## src/hdl/tod_pkg.sv

```systemverilog
// time-of-day counter package: action codes, day constants, queue item type
// and the constants of the constant-divisor fold; no dependencies
`timescale 1ns / 1ps

package tod_pkg;

   typedef enum logic [1:0] {
      ACT_CHECKED_SET = 2'd0,
      ACT_NORM_SET    = 2'd1,
      ACT_SHIFT       = 2'd2,
      ACT_DIFF        = 2'd3
   } action_type;

   localparam int DAY_BITS  = 17;
   localparam int DIFF_BITS = 18;

   localparam logic [DAY_BITS-1:0]  SECS_PER_DAY  = 17'd86400;
   localparam logic [DIFF_BITS-1:0] SECS_PER_DAY_W = 18'd86400;
   localparam logic [31:0] SECS_PER_HOUR = 32'd3600;
   localparam logic [31:0] SECS_PER_MIN  = 32'd60;
   localparam logic [14:0] MAX_HOUR      = 15'd23;
   localparam logic [14:0] MAX_MINSEC    = 15'd59;

   // 86400 = 128 * 675; the offset is a multiple of 86400 that lifts any
   // 32-bit signed value into the non-negative 33-bit range
   localparam logic [31:0] FOLD_OFFSET = 32'd2147558400;
   localparam logic [25:0] FOLD_RECIP  = 26'd50903316;   // floor(2^35 / 675)
   localparam int          FOLD_SHIFT  = 35;
   localparam logic [25:0] FOLD_DIV    = 26'd675;

   // exact reciprocals for splitting the seconds of the day
   localparam logic [17:0] RECIP_60_DAY  = 18'd139811;  // ceil(2^23 / 60)
   localparam int          SHIFT_60_DAY  = 23;
   localparam logic [11:0] RECIP_60_MIN  = 12'd2185;    // ceil(2^17 / 60)
   localparam int          SHIFT_60_MIN  = 17;

   localparam int QUEUE_DEPTH    = 4;
   localparam int QUEUE_PTR_BITS = 2;
   localparam int QUEUE_CNT_BITS = 3;

   typedef struct packed {
      action_type          act;
      logic                bad;
      logic [DAY_BITS-1:0] folded;
   } item_type;

endpackage

```

## src/hdl/tod_front.sv

```systemverilog
// front part: takes requests, checks the checked-set range and folds the
// given time or shift amount into the day; depends on tod_pkg
`timescale 1ns / 1ps

module tod_front (
   input  logic                  clock,
   input  logic                  reset,
   input  logic                  req_valid,
   output logic                  req_ready,
   input  tod_pkg::action_type   req_action,
   input  logic signed [15:0]    hours_in,
   input  logic signed [15:0]    minutes_in,
   input  logic signed [15:0]    seconds_in,
   input  logic signed [31:0]    amount,
   output logic                  push_valid,
   input  logic                  push_ready,
   output tod_pkg::item_type     push_item
);

   typedef struct packed {
      tod_pkg::action_type act;
      logic                bad;
      logic [32:0]         lifted;
   } stage_a_type;

   typedef struct packed {
      tod_pkg::action_type act;
      logic                bad;
      logic [25:0]         upper;
      logic [6:0]          lower;
      logic [50:0]         prod;
   } stage_b_type;

   typedef struct packed {
      tod_pkg::action_type act;
      logic                bad;
      logic [25:0]         upper;
      logic [6:0]          lower;
      logic [25:0]         qmul;
   } stage_c_type;

   stage_a_type stage_a_ff, stage_a_in;
   stage_b_type stage_b_ff, stage_b_in;
   stage_c_type stage_c_ff, stage_c_in;
   logic        valid_a_ff, valid_a_in;
   logic        valid_b_ff, valid_b_in;
   logic        valid_c_ff, valid_c_in;
   logic        ready_a, ready_b, ready_c;
   logic [31:0] given;
   logic [31:0] chosen;
   logic        in_range;
   logic [15:0] quot;
   logic [25:0] rem_wide;
   logic [10:0] rem;
   logic [10:0] rem_fix;

   assign ready_c   = !valid_c_ff || push_ready;
   assign ready_b   = !valid_b_ff || ready_c;
   assign ready_a   = !valid_a_ff || ready_b;
   assign req_ready = ready_a;

   always_comb begin
      // modular arithmetic: the low 32 bits are the signed total
      given = {{16{hours_in[15]}}, hours_in} * tod_pkg::SECS_PER_HOUR
            + {{16{minutes_in[15]}}, minutes_in} * tod_pkg::SECS_PER_MIN
            + {{16{seconds_in[15]}}, seconds_in};
      chosen   = (req_action == tod_pkg::ACT_SHIFT) ? amount : given;
      in_range = !hours_in[15] && (hours_in[14:0] <= tod_pkg::MAX_HOUR) &&
                 !minutes_in[15] && (minutes_in[14:0] <= tod_pkg::MAX_MINSEC) &&
                 !seconds_in[15] && (seconds_in[14:0] <= tod_pkg::MAX_MINSEC);

      stage_a_in = stage_a_ff;
      valid_a_in = valid_a_ff;
      if (ready_a) begin
         valid_a_in        = req_valid;
         stage_a_in.act    = req_action;
         stage_a_in.bad    = (req_action == tod_pkg::ACT_CHECKED_SET) && !in_range;
         stage_a_in.lifted = {chosen[31], chosen} + {1'b0, tod_pkg::FOLD_OFFSET};
      end

      stage_b_in = stage_b_ff;
      valid_b_in = valid_b_ff;
      if (ready_b) begin
         valid_b_in       = valid_a_ff;
         stage_b_in.act   = stage_a_ff.act;
         stage_b_in.bad   = stage_a_ff.bad;
         stage_b_in.upper = stage_a_ff.lifted[32:7];
         stage_b_in.lower = stage_a_ff.lifted[6:0];
         stage_b_in.prod  = 51'(stage_a_ff.lifted[32:7]) * 51'(tod_pkg::FOLD_RECIP);
      end

      // quotient estimate is exact or one short
      quot       = stage_b_ff.prod[50:tod_pkg::FOLD_SHIFT];
      stage_c_in = stage_c_ff;
      valid_c_in = valid_c_ff;
      if (ready_c) begin
         valid_c_in       = valid_b_ff;
         stage_c_in.act   = stage_b_ff.act;
         stage_c_in.bad   = stage_b_ff.bad;
         stage_c_in.upper = stage_b_ff.upper;
         stage_c_in.lower = stage_b_ff.lower;
         stage_c_in.qmul  = 26'(quot) * tod_pkg::FOLD_DIV;
      end

      rem_wide = stage_c_ff.upper - stage_c_ff.qmul;
      rem      = rem_wide[10:0];
      rem_fix  = (rem >= 11'(tod_pkg::FOLD_DIV)) ? rem - 11'(tod_pkg::FOLD_DIV) : rem;
   end

   assign push_valid       = valid_c_ff;
   assign push_item.act    = stage_c_ff.act;
   assign push_item.bad    = stage_c_ff.bad;
   assign push_item.folded = {rem_fix[9:0], stage_c_ff.lower};

   always_ff @(posedge clock) begin
      if (reset) begin
         valid_a_ff <= 1'b0;
         valid_b_ff <= 1'b0;
         valid_c_ff <= 1'b0;
      end else begin
         valid_a_ff <= valid_a_in;
         valid_b_ff <= valid_b_in;
         valid_c_ff <= valid_c_in;
      end
      stage_a_ff <= stage_a_in;
      stage_b_ff <= stage_b_in;
      stage_c_ff <= stage_c_in;
   end

endmodule

```

## src/hdl/tod_queue.sv

```systemverilog
// short register queue between the front and back parts of the
// time-of-day counter; depends on tod_pkg
`timescale 1ns / 1ps

module tod_queue (
   input  logic              clock,
   input  logic              reset,
   input  logic              push_valid,
   output logic              push_ready,
   input  tod_pkg::item_type push_item,
   output logic              pop_valid,
   input  logic              pop_ready,
   output tod_pkg::item_type pop_item
);

   tod_pkg::item_type                     slot_ff [tod_pkg::QUEUE_DEPTH];
   tod_pkg::item_type                     slot_in [tod_pkg::QUEUE_DEPTH];
   logic [tod_pkg::QUEUE_PTR_BITS-1:0]    wr_ptr_ff, wr_ptr_in;
   logic [tod_pkg::QUEUE_PTR_BITS-1:0]    rd_ptr_ff, rd_ptr_in;
   logic [tod_pkg::QUEUE_CNT_BITS-1:0]    count_ff, count_in;
   logic                                  do_push, do_pop;

   assign push_ready = (count_ff != tod_pkg::QUEUE_CNT_BITS'(tod_pkg::QUEUE_DEPTH));
   assign pop_valid  = (count_ff != '0);
   assign pop_item   = slot_ff[rd_ptr_ff];
   assign do_push    = push_valid && push_ready;
   assign do_pop     = pop_valid && pop_ready;

   always_comb begin
      slot_in   = slot_ff;
      wr_ptr_in = wr_ptr_ff;
      rd_ptr_in = rd_ptr_ff;
      count_in  = count_ff;
      if (do_push) begin
         slot_in[wr_ptr_ff] = push_item;
         wr_ptr_in          = wr_ptr_ff + 1'b1;
      end
      if (do_pop) begin
         rd_ptr_in = rd_ptr_ff + 1'b1;
      end
      if (do_push && !do_pop) begin
         count_in = count_ff + 1'b1;
      end else if (do_pop && !do_push) begin
         count_in = count_ff - 1'b1;
      end
   end

   always_ff @(posedge clock) begin
      if (reset) begin
         wr_ptr_ff <= '0;
         rd_ptr_ff <= '0;
         count_ff  <= '0;
      end else begin
         wr_ptr_ff <= wr_ptr_in;
         rd_ptr_ff <= rd_ptr_in;
         count_ff  <= count_in;
      end
      slot_ff <= slot_in;
   end

endmodule

```

## src/hdl/tod_back.sv

```systemverilog
// back part: holds the time as seconds of the day, applies each action and
// splits the result into hours, minutes and seconds; depends on tod_pkg
`timescale 1ns / 1ps

module tod_back (
   input  logic              clock,
   input  logic              reset,
   input  logic              pop_valid,
   output logic              pop_ready,
   input  tod_pkg::item_type pop_item,
   output logic              rsp_valid,
   input  logic              rsp_ready,
   output logic [4:0]        hours_out,
   output logic [5:0]        minutes_out,
   output logic [5:0]        seconds_out,
   output logic              invalid_time,
   output logic [17:0]       difference
);

   typedef struct packed {
      logic [16:0] total;
      logic        bad;
      logic [17:0] diff;
   } stage_e_type;

   typedef struct packed {
      logic [16:0] total;
      logic [10:0] mtot;
      logic        bad;
      logic [17:0] diff;
   } stage_f_type;

   typedef struct packed {
      logic [10:0] mtot;
      logic [4:0]  hrs;
      logic [5:0]  sec;
      logic        bad;
      logic [17:0] diff;
   } stage_g_type;

   typedef struct packed {
      logic [4:0]  hrs;
      logic [5:0]  mins;
      logic [5:0]  sec;
      logic        bad;
      logic [17:0] diff;
   } stage_h_type;

   logic [tod_pkg::DAY_BITS-1:0] time_ff, time_in;
   stage_e_type stage_e_ff, stage_e_in;
   stage_f_type stage_f_ff, stage_f_in;
   stage_g_type stage_g_ff, stage_g_in;
   stage_h_type stage_h_ff, stage_h_in;
   logic        valid_e_ff, valid_e_in;
   logic        valid_f_ff, valid_f_in;
   logic        valid_g_ff, valid_g_in;
   logic        valid_h_ff, valid_h_in;
   logic        ready_e, ready_f, ready_g, ready_h;
   logic        take;
   logic [17:0] sum;
   logic [17:0] diff_calc;
   logic [34:0] prod_day;
   logic [22:0] prod_min;
   logic [16:0] sec_wide;
   logic [10:0] min_wide;

   assign ready_h   = !valid_h_ff || rsp_ready;
   assign ready_g   = !valid_g_ff || ready_h;
   assign ready_f   = !valid_f_ff || ready_g;
   assign ready_e   = !valid_e_ff || ready_f;
   assign pop_ready = ready_e;
   assign take      = pop_valid && ready_e;

   always_comb begin
      // stored time update, one add and one wrap per item
      sum       = {1'b0, time_ff} + {1'b0, pop_item.folded};
      diff_calc = {1'b0, time_ff} - {1'b0, pop_item.folded};
      time_in   = time_ff;
      stage_e_in = stage_e_ff;
      valid_e_in = valid_e_ff;
      if (ready_e) begin
         valid_e_in = pop_valid;
      end
      if (take) begin
         stage_e_in.bad  = 1'b0;
         stage_e_in.diff = '0;
         case (pop_item.act)
            tod_pkg::ACT_CHECKED_SET: begin
               stage_e_in.bad = pop_item.bad;
               if (!pop_item.bad) begin
                  time_in = pop_item.folded;
               end
            end
            tod_pkg::ACT_NORM_SET: begin
               time_in = pop_item.folded;
            end
            tod_pkg::ACT_SHIFT: begin
               time_in = (sum >= tod_pkg::SECS_PER_DAY_W) ?
                         17'(sum - tod_pkg::SECS_PER_DAY_W) : sum[16:0];
            end
            tod_pkg::ACT_DIFF: begin
               stage_e_in.diff = diff_calc;
            end
            default: begin
               time_in = time_ff;
            end
         endcase
         stage_e_in.total = time_in;
      end

      // minutes of the day
      prod_day   = 35'(stage_e_ff.total) * 35'(tod_pkg::RECIP_60_DAY);
      stage_f_in = stage_f_ff;
      valid_f_in = valid_f_ff;
      if (ready_f) begin
         valid_f_in       = valid_e_ff;
         stage_f_in.total = stage_e_ff.total;
         stage_f_in.mtot  = prod_day[tod_pkg::SHIFT_60_DAY+10:tod_pkg::SHIFT_60_DAY];
         stage_f_in.bad   = stage_e_ff.bad;
         stage_f_in.diff  = stage_e_ff.diff;
      end

      // hours and seconds
      prod_min   = 23'(stage_f_ff.mtot) * 23'(tod_pkg::RECIP_60_MIN);
      sec_wide   = stage_f_ff.total - ((17'(stage_f_ff.mtot) << 6) -
                                       (17'(stage_f_ff.mtot) << 2));
      stage_g_in = stage_g_ff;
      valid_g_in = valid_g_ff;
      if (ready_g) begin
         valid_g_in      = valid_f_ff;
         stage_g_in.mtot = stage_f_ff.mtot;
         stage_g_in.hrs  = prod_min[tod_pkg::SHIFT_60_MIN+4:tod_pkg::SHIFT_60_MIN];
         stage_g_in.sec  = sec_wide[5:0];
         stage_g_in.bad  = stage_f_ff.bad;
         stage_g_in.diff = stage_f_ff.diff;
      end

      // minutes within the hour
      min_wide   = stage_g_ff.mtot - ((11'(stage_g_ff.hrs) << 6) -
                                      (11'(stage_g_ff.hrs) << 2));
      stage_h_in = stage_h_ff;
      valid_h_in = valid_h_ff;
      if (ready_h) begin
         valid_h_in      = valid_g_ff;
         stage_h_in.hrs  = stage_g_ff.hrs;
         stage_h_in.mins = min_wide[5:0];
         stage_h_in.sec  = stage_g_ff.sec;
         stage_h_in.bad  = stage_g_ff.bad;
         stage_h_in.diff = stage_g_ff.diff;
      end
   end

   assign rsp_valid    = valid_h_ff;
   assign hours_out    = stage_h_ff.hrs;
   assign minutes_out  = stage_h_ff.mins;
   assign seconds_out  = stage_h_ff.sec;
   assign invalid_time = stage_h_ff.bad;
   assign difference   = stage_h_ff.diff;

   always_ff @(posedge clock) begin
      if (reset) begin
         time_ff    <= '0;
         valid_e_ff <= 1'b0;
         valid_f_ff <= 1'b0;
         valid_g_ff <= 1'b0;
         valid_h_ff <= 1'b0;
      end else begin
         time_ff    <= time_in;
         valid_e_ff <= valid_e_in;
         valid_f_ff <= valid_f_in;
         valid_g_ff <= valid_g_in;
         valid_h_ff <= valid_h_in;
      end
      stage_e_ff <= stage_e_in;
      stage_f_ff <= stage_f_in;
      stage_g_ff <= stage_g_in;
      stage_h_ff <= stage_h_in;
   end

endmodule

```

## src/hdl/time_of_day_clock_core.sv

```systemverilog
// top level of the 24-hour time-of-day counter: front, queue and back
// depends on tod_pkg, tod_front, tod_queue and tod_back
`timescale 1ns / 1ps

// 24-hour time-of-day counter. Each request carries one action in req_tuser:
// checked set, normalized set, shift by signed seconds, or difference. Every
// request gives exactly one response with the time after the step, an
// invalid flag for a rejected checked set and, for the difference action,
// stored minus given seconds. One request is taken every clock cycle while
// the response side does not stall; the front folds the given time or shift
// amount into the day over three pipelined stages, and the only loop on the
// stored time is one add-and-wrap in the back, so the rate holds for any mix
// of actions. A request passes the front stages, the queue and the back
// stages to reach the response port; a four-entry queue and the back pipeline
// absorb response back-pressure. After reset the time is 00:00:00.
module time_of_day_clock_core (
   input  logic        clock,
   input  logic        reset,
   input  logic        req_tvalid,
   output logic        req_tready,
   input  logic [79:0] req_tdata,   // hours_in[15:0], minutes_in[31:16],
                                    // seconds_in[47:32], amount[79:48]
   input  logic [1:0]  req_tuser,   // action[1:0]
   output logic        rsp_tvalid,
   input  logic        rsp_tready,
   output logic [39:0] rsp_tdata    // hours_out[4:0], minutes_out[10:5],
                                    // seconds_out[16:11], invalid_time[17],
                                    // difference[35:18], zero pad[39:36]
);

   logic              push_valid, push_ready;
   logic              pop_valid, pop_ready;
   tod_pkg::item_type push_item, pop_item;
   logic [4:0]        hours_out;
   logic [5:0]        minutes_out;
   logic [5:0]        seconds_out;
   logic              invalid_time;
   logic [17:0]       difference;

   tod_front u_front (
      .clock      (clock),
      .reset      (reset),
      .req_valid  (req_tvalid),
      .req_ready  (req_tready),
      .req_action (tod_pkg::action_type'(req_tuser)),
      .hours_in   (req_tdata[15:0]),
      .minutes_in (req_tdata[31:16]),
      .seconds_in (req_tdata[47:32]),
      .amount     (req_tdata[79:48]),
      .push_valid (push_valid),
      .push_ready (push_ready),
      .push_item  (push_item)
   );

   tod_queue u_queue (
      .clock      (clock),
      .reset      (reset),
      .push_valid (push_valid),
      .push_ready (push_ready),
      .push_item  (push_item),
      .pop_valid  (pop_valid),
      .pop_ready  (pop_ready),
      .pop_item   (pop_item)
   );

   tod_back u_back (
      .clock        (clock),
      .reset        (reset),
      .pop_valid    (pop_valid),
      .pop_ready    (pop_ready),
      .pop_item     (pop_item),
      .rsp_valid    (rsp_tvalid),
      .rsp_ready    (rsp_tready),
      .hours_out    (hours_out),
      .minutes_out  (minutes_out),
      .seconds_out  (seconds_out),
      .invalid_time (invalid_time),
      .difference   (difference)
   );

   assign rsp_tdata = {4'b0000, difference, invalid_time, seconds_out,
                       minutes_out, hours_out};

`ifndef SYNTHESIS
   // the split always lands inside the day
   assert property (@(posedge clock) disable iff (reset)
      rsp_tvalid |-> (hours_out <= 5'd23) && (minutes_out <= 6'd59) &&
                     (seconds_out <= 6'd59))
      else $error("time of day out of range");

   // a rejected set never carries a difference
   assert property (@(posedge clock) disable iff (reset)
      (rsp_tvalid && invalid_time) |-> (difference == 18'd0))
      else $error("invalid flag with non-zero difference");

   // a difference stays within one day either way
   assert property (@(posedge clock) disable iff (reset)
      rsp_tvalid |-> ((!difference[17] && (difference <= 18'd86399)) ||
                      (difference[17] && (difference >= 18'd175745))))
      else $error("difference beyond one day");

   // nothing leaves the pipeline straight after reset
   assert property (@(posedge clock) $past(reset) |-> !rsp_tvalid)
      else $error("response valid after reset");
`endif

endmodule

```

## config.mk

```make
export PLATFORM = sky130hd
export DESIGN_NAME = time_of_day_clock_core
export DESIGN_NICKNAME = d
export VERILOG_FILES = /design/src/hdl/tod_pkg.sv /design/src/hdl/tod_front.sv /design/src/hdl/tod_queue.sv /design/src/hdl/tod_back.sv /design/src/hdl/time_of_day_clock_core.sv
export SDC_FILE = /design/constraint.sdc
export NUM_CORES = 2
export LEC_CHECK = 0
export BUFFER_PORTS_ARGS = -buffer_cell sky130_fd_sc_hd__buf_2
export CAP_MARGIN = 20
export CORE_UTILIZATION = 58
export DETAILED_ROUTE_END_ITERATION = 6
export GPL_TIMING_DRIVEN = 0
export PLACE_DENSITY = 0.75
export SLEW_MARGIN = 30
export SYNTH_ARGS = -nofsm -noshare
export SYNTH_HDL_FRONTEND = slang
export SYNTH_SLANG_ARGS = --single-unit
```

## constraint.sdc

```tcl
create_clock -name clock -period 7.8 [get_ports clock]
set_input_delay 0.39 -clock clock [delete_from_list [all_inputs] [get_ports clock]]
set_output_delay 0.39 -clock clock [all_outputs]
set_load 0.01 [all_outputs]
```

Word level (Yosys, flattened, before mapping)
Index checks and enable logic that the tools add are counted.
- flip-flop bits (word level): 393
- latch bits: 0
- RAM bits: 0
- bits in read-only memories: 0
- input bits: 86
- word-level logic and storage cells: 138
- memories kept: 0
- $add $sub $neg: 16
- multiply operators: 6
- div/mod/pow operators: 0
- $lt $le $gt $ge: 8
- eq/ne operators: 5
- shifts and indexed selects: 0
- muxes and demuxes: 13
- bitwise logic cells: 2
- reductions and logical operators: 35
- operators with widths (kind ; count):
    $bwmux W80 ; 1
    $add A32 B32 Y32 ; 2
    $mux W20 ; 3
    $pmux W17 S3 ; 1
    $mul A26 B24 Y49 const B ; 1
    $bmux W20 S2 ; 1
    $demux W20 S2 ; 1
    $mul A17 B18 Y34 const B ; 1
    $mux W17 ; 2
    $add A33 B32 Y33 const B ; 1
    $mul A32 B4 Y30 const B ; 1
    $mul A32 B8 Y28 const B ; 1
    $mux W32 ; 1
    $le A15 B6 Y1 const B ; 2
    $mul A11 B12 Y22 const B ; 1
    $add A17 B17 Y18 ; 1
    $ge A18 B17 Y1 const B ; 1
    $sub A17 B17 Y18 ; 1
    $sub A17 B17 Y17 const B ; 1
    $mul A16 B10 Y11 const B ; 1
    $le A15 B5 Y1 const B ; 1
    $logic_not A1 Y1 ; 13
    $sub A1 B6 Y6 const A ; 2
    $sub A6 B6 Y6 ; 2
    other kinds (19) ; 42

Longest topological paths before layout
- word-level depth: 9
- gate-level depth with buffers: 29
- gate-level depth less buffers: 29

Hierarchy
From an unflattened synthesis, not the netlist that was laid out.
- cells, all modules: 3174
- area, all modules: 35238.8 um2
- modules (own cells, without submodules) (module ; instances ; cells an instance ; area each (um2)):
    tod_front ; 1 ; 1970 ; 20098.0
    tod_back ; 1 ; 1049 ; 11770.0
    tod_queue ; 1 ; 149 ; 3329.4
    time_of_day_clock_core ; 1 ; 6 ; 41.3

Worst setup path after synthesis
Ideal clock, no wire load.
- kind: input port to flip-flop
- start: input req_tdata[3]
- end: register u_front.stage_a_ff[31] (netlist name), data pin
- setup time: 0.266 ns
- arrival: 6.986 ns
- required time: 7.534 ns
- setup slack: 0.549 ns
- stages on the path: 28
- path buffers: 0
- path through: inv_1 fa_1 inv_1 ha_1 fa_1 ha_1 fa_1 a211oi_2 o21bai_1 or4_1 a221o_1 a41oi_2 a21bo_2 nand2b_1 xnor2_1 fa_1 inv_1 ha_1 and2_1 and3_1 nand2_1 o2bb2ai_1 o41a_1 a211oi_1 a21oi_1 nor4_1 o2111ai_1 xor2_1
- word-level cells in the longest chain between the ends: 5
- ends and longest elaborated chain (element ; RTL line ; RTL):
    start: declaration ; time_of_day_clock_core.sv:21 ; input logic [79:0] req_tdata,
    $mul A32 B8 Y28 ; tod_front.sv:64 ; given = {{16{hours_in[15]}}, hours_in} * tod_pkg::SECS_PER_HOUR
    $add A32 B32 Y32 ; tod_front.sv:65 ; + {{16{minutes_in[15]}}, minutes_in} * tod_pkg::SECS_PER_MIN
    $add A32 B32 Y32 ; tod_front.sv:66 ; + {{16{seconds_in[15]}}, seconds_in};
    $mux W32 ; tod_front.sv:67 ; chosen = (req_action == tod_pkg::ACT_SHIFT) ? amount : given;
    $add A33 B32 Y33 ; tod_front.sv:78 ; stage_a_in.lifted = {chosen[31], chosen} + {1'b0, tod_pkg::FOLD_OFFSET};
    end signal: assignment ; tod_front.sv:125 ; stage_a_ff <= stage_a_in;
    end: declaration ; tod_front.sv:42 ; stage_a_type stage_a_ff, stage_a_in;
Every way passes these cells.
A chain may end at the register's enable or synchronous reset.

Worst setup path after layout
Same ends and word-level chain as after synthesis.

==> run metrics <==
CTS root buf clkbuf_16; utilization after layout 63.96%; slowest CP cell fa_1; DP HPWL 58,570 um; Max Freq 135.2 MHz; Crit path largest cell delay 0.55 ns; Max FO, Critical Path 6; Die Footprint 61,140 sq um; Total Neg Setup Slack 0 ns; largest net degree at the start of global routing 46; Hold WS 0.07885 ns; top_reg_cell synth edfxtp_1; total CTS buffers 39; yosys warns 0; Post-DP Area 36,550 sq um; CP most frequent cell fa_1; first-pass GRT wire length 117,500 um; Total GRT Usage 24.18%; CP Capture Type register; max-capacitance violation count 0; Placer Congestion 0.9105; initial drt markers 1,009; Setup Fix Bufs, Post-CTS 0; period utilization 94.80%; Avg Inst Size Synth 11.08 sq um; vias 23,228; row cnt 89; number of routed nets with antenna violations 0; Nets 4,360; die height 247.3 um; Max clock buf depth 3; failing checks DRC; min cycle time layout 7.394 ns; Critical Path RT 8.12 ns; initial antenna violation count 2; die width 247.3 um; Fillers 4,603; Post-synth EDFFs 324; Port Buffers 122; Final setup violation count 0; clk slew on worst S/H paths 0.07 ns; synthesized area 34,890 sq um; largest cells by area after synthesis edfxtp_1, ha_1, fa_1; r2r setup slk 0.49 ns; Final Slew Violations 0; sequential area share after synthesis 29.66%; critical path class input pin to register; crit path to u_front.stage_a_ff[31]; Core Area 59,240 sq um; RSZ-0062 raised after global routing no; Setup Skew 0.02563 ns; CTS tree built; worst-skew pair later-pin latency 0.57 ns; post-synthesis cell count 3,150; drt pass-1 iters 7; final wirelength 72,210 um; Sink Count 355; top cell type's share of synthesized area 27.88%; status complete, but fails checks; fin area 37,890 sq um; library cells used by synthesis 85; drt drc 17; hold path cells 3; hold_buf cts 0; Max H-tree Level 2; GRT Residual Overflow 0; largest area contributor in the synthesized netlist edfxtp_1; reg2reg start u_front.stage_a_ff[10]; Synth Register Bits 355; io pins 128; RR Endpoint u_front.quot[9]; share of layout cells above drive strength 1 7.943%; HP Class input pin to register; cts repair resizes 0; wire length per cell 17.51 um; vias per cell 5.634; vias in the first global route 23,752; area delta synth->final 8.606%; cells on worst reg2reg path 20; starting density of the core 58.90%; CP Launch Type input pin; Hold Violations, Final 0; Worst Setup SP req_tdata[3]; Worst-Margin Slew 0.8951 ns; Slew Limit Headroom 40.32%; Worst Path Arrival 7.71 ns; asr flop ratio synth 0%
==> worst min path at each step <==
stage                                      start                     end  slack [ns]
after global placement    u_front.stage_a_ff[33]  u_front.stage_b_ff[84]        0.40
after CTS                          req_tdata[51]   u_front.stage_a_ff[3]        0.05
after floorplan             u_back.stage_g_ff[0]    u_back.difference[0]        0.40
after detailed placement   u_back.stage_g_ff[13]   u_back.difference[13]        0.40
after global routing               req_tdata[49]   u_front.stage_a_ff[1]        0.06
final                              req_tdata[51]   u_front.stage_a_ff[3]        0.08
==> layout by cell type, fill, tap and decap left out, types with 59 or more instances in the layout <==
cell,instances
nor2_1,125
o21ai_0,76
xnor2_1,99
fa_1,303
inv_1,590
a21oi_1,133
edfxtp_1,324
ha_1,653
buf_2,125
xor2_1,59
nand2_1,121
==> metrics by stage <==
stage / setup WS (ns) / instances
after floorplan: 0.5486 / 3153
after global placement: -0.1381 / 4048
after detailed placement: -0.3168 / 4050
after CTS: 0.2714 / 4122
after global routing: 0.007613 / 4123
final: 0.4058 / 4123
==> layer usage <==
metal	vias to the layer above	track usage, %	routed length (um)
met4	2	6.748	1950
li1	11206	-	-
met3	116	2.952	2702
met5	-	0	11
met2	444	43.25	36890
met1	11460	30.63	30660
==> cell families after synthesis <==
logic type / synth area share, %
adder cells (fa/ha/maj): 40.80
buffers and inverters: 7.036
AND/OR/NAND/NOR: 7.262
AO/OA/AOI/OAI: 9.442
flip-flops: 29.66
XOR/XNOR: 3.966
multiplexers: 1.818
other: 0.01075
==> area by class of cell <==
cell class                 instances  area, sq um  area share [%]
tap                              773        967.2           2.552
buffer                            51        217.7          0.5745
clock inverter                    26        319.1          0.8420
clock buffer                      46         1002           2.645
timing repair buffer             124        658.1           1.737
antenna                            1        2.502        0.006604
multi-input combinational       2150        22130           58.41
inverter                         597         2245           5.924
sequential                       355        10350           27.31
==> Yosys cell counts (all sizes together) (10+ instances only) <==
cell and number:
o21bai 10, nor4 16, or3 22, xnor2 99
ha 653, and2 16, nor2b 16, mux4 19
o21a 18, clkbuf 37, nor2 125, mux2i 15
buf 14, dfxtp 31, nand3 36, xor2 59
nand2b 21, nor3 44, a21o 51, edfxtp 324
o31ai 16, inv 596, nand4 17, fa 303
a211oi 26, a211o 10, or2 12, o21ai 83
nand2 123, and3 34, o211ai 19, a21oi 134
a311oi 10, a31oi 21
==> sequential cells by signal, indices dropped and copies added, names as in the netlist, 3 cells and up <==
| name | cells |
|---|---|
| u_front.stage_a_ff | 36 |
| u_queue.slot_ff | 80 |
| u_back.stage_e_ff | 36 |
| u_front.push_item | 10 |
| u_front.quot | 11 |
| u_back.hours_out | 5 |
| u_back.difference | 18 |
| u_back.time_ff | 17 |
| u_front.stage_c_ff | 22 |
| u_back.minutes_out | 6 |
| u_back.stage_f_ff | 36 |
| u_back.stage_g_ff | 36 |
| u_back.seconds_out | 6 |
| u_queue.count_ff | 3 |
| u_front.stage_b_ff | 21 |
==> worst max-delay path, delay by kind of cell <==
kind,cells,cell delay (ns)
adders and majority gates,7,2.99
and+or+nand+nor,6,1.24
buffers and inverters,4,0.40
xor gates and xnor gates,2,0.32
AOI/OAI and AO/OA,10,2.34
Power is not shown: default switching activity piles up to over one toggle a cycle in this logic, so the estimate is an artifact.
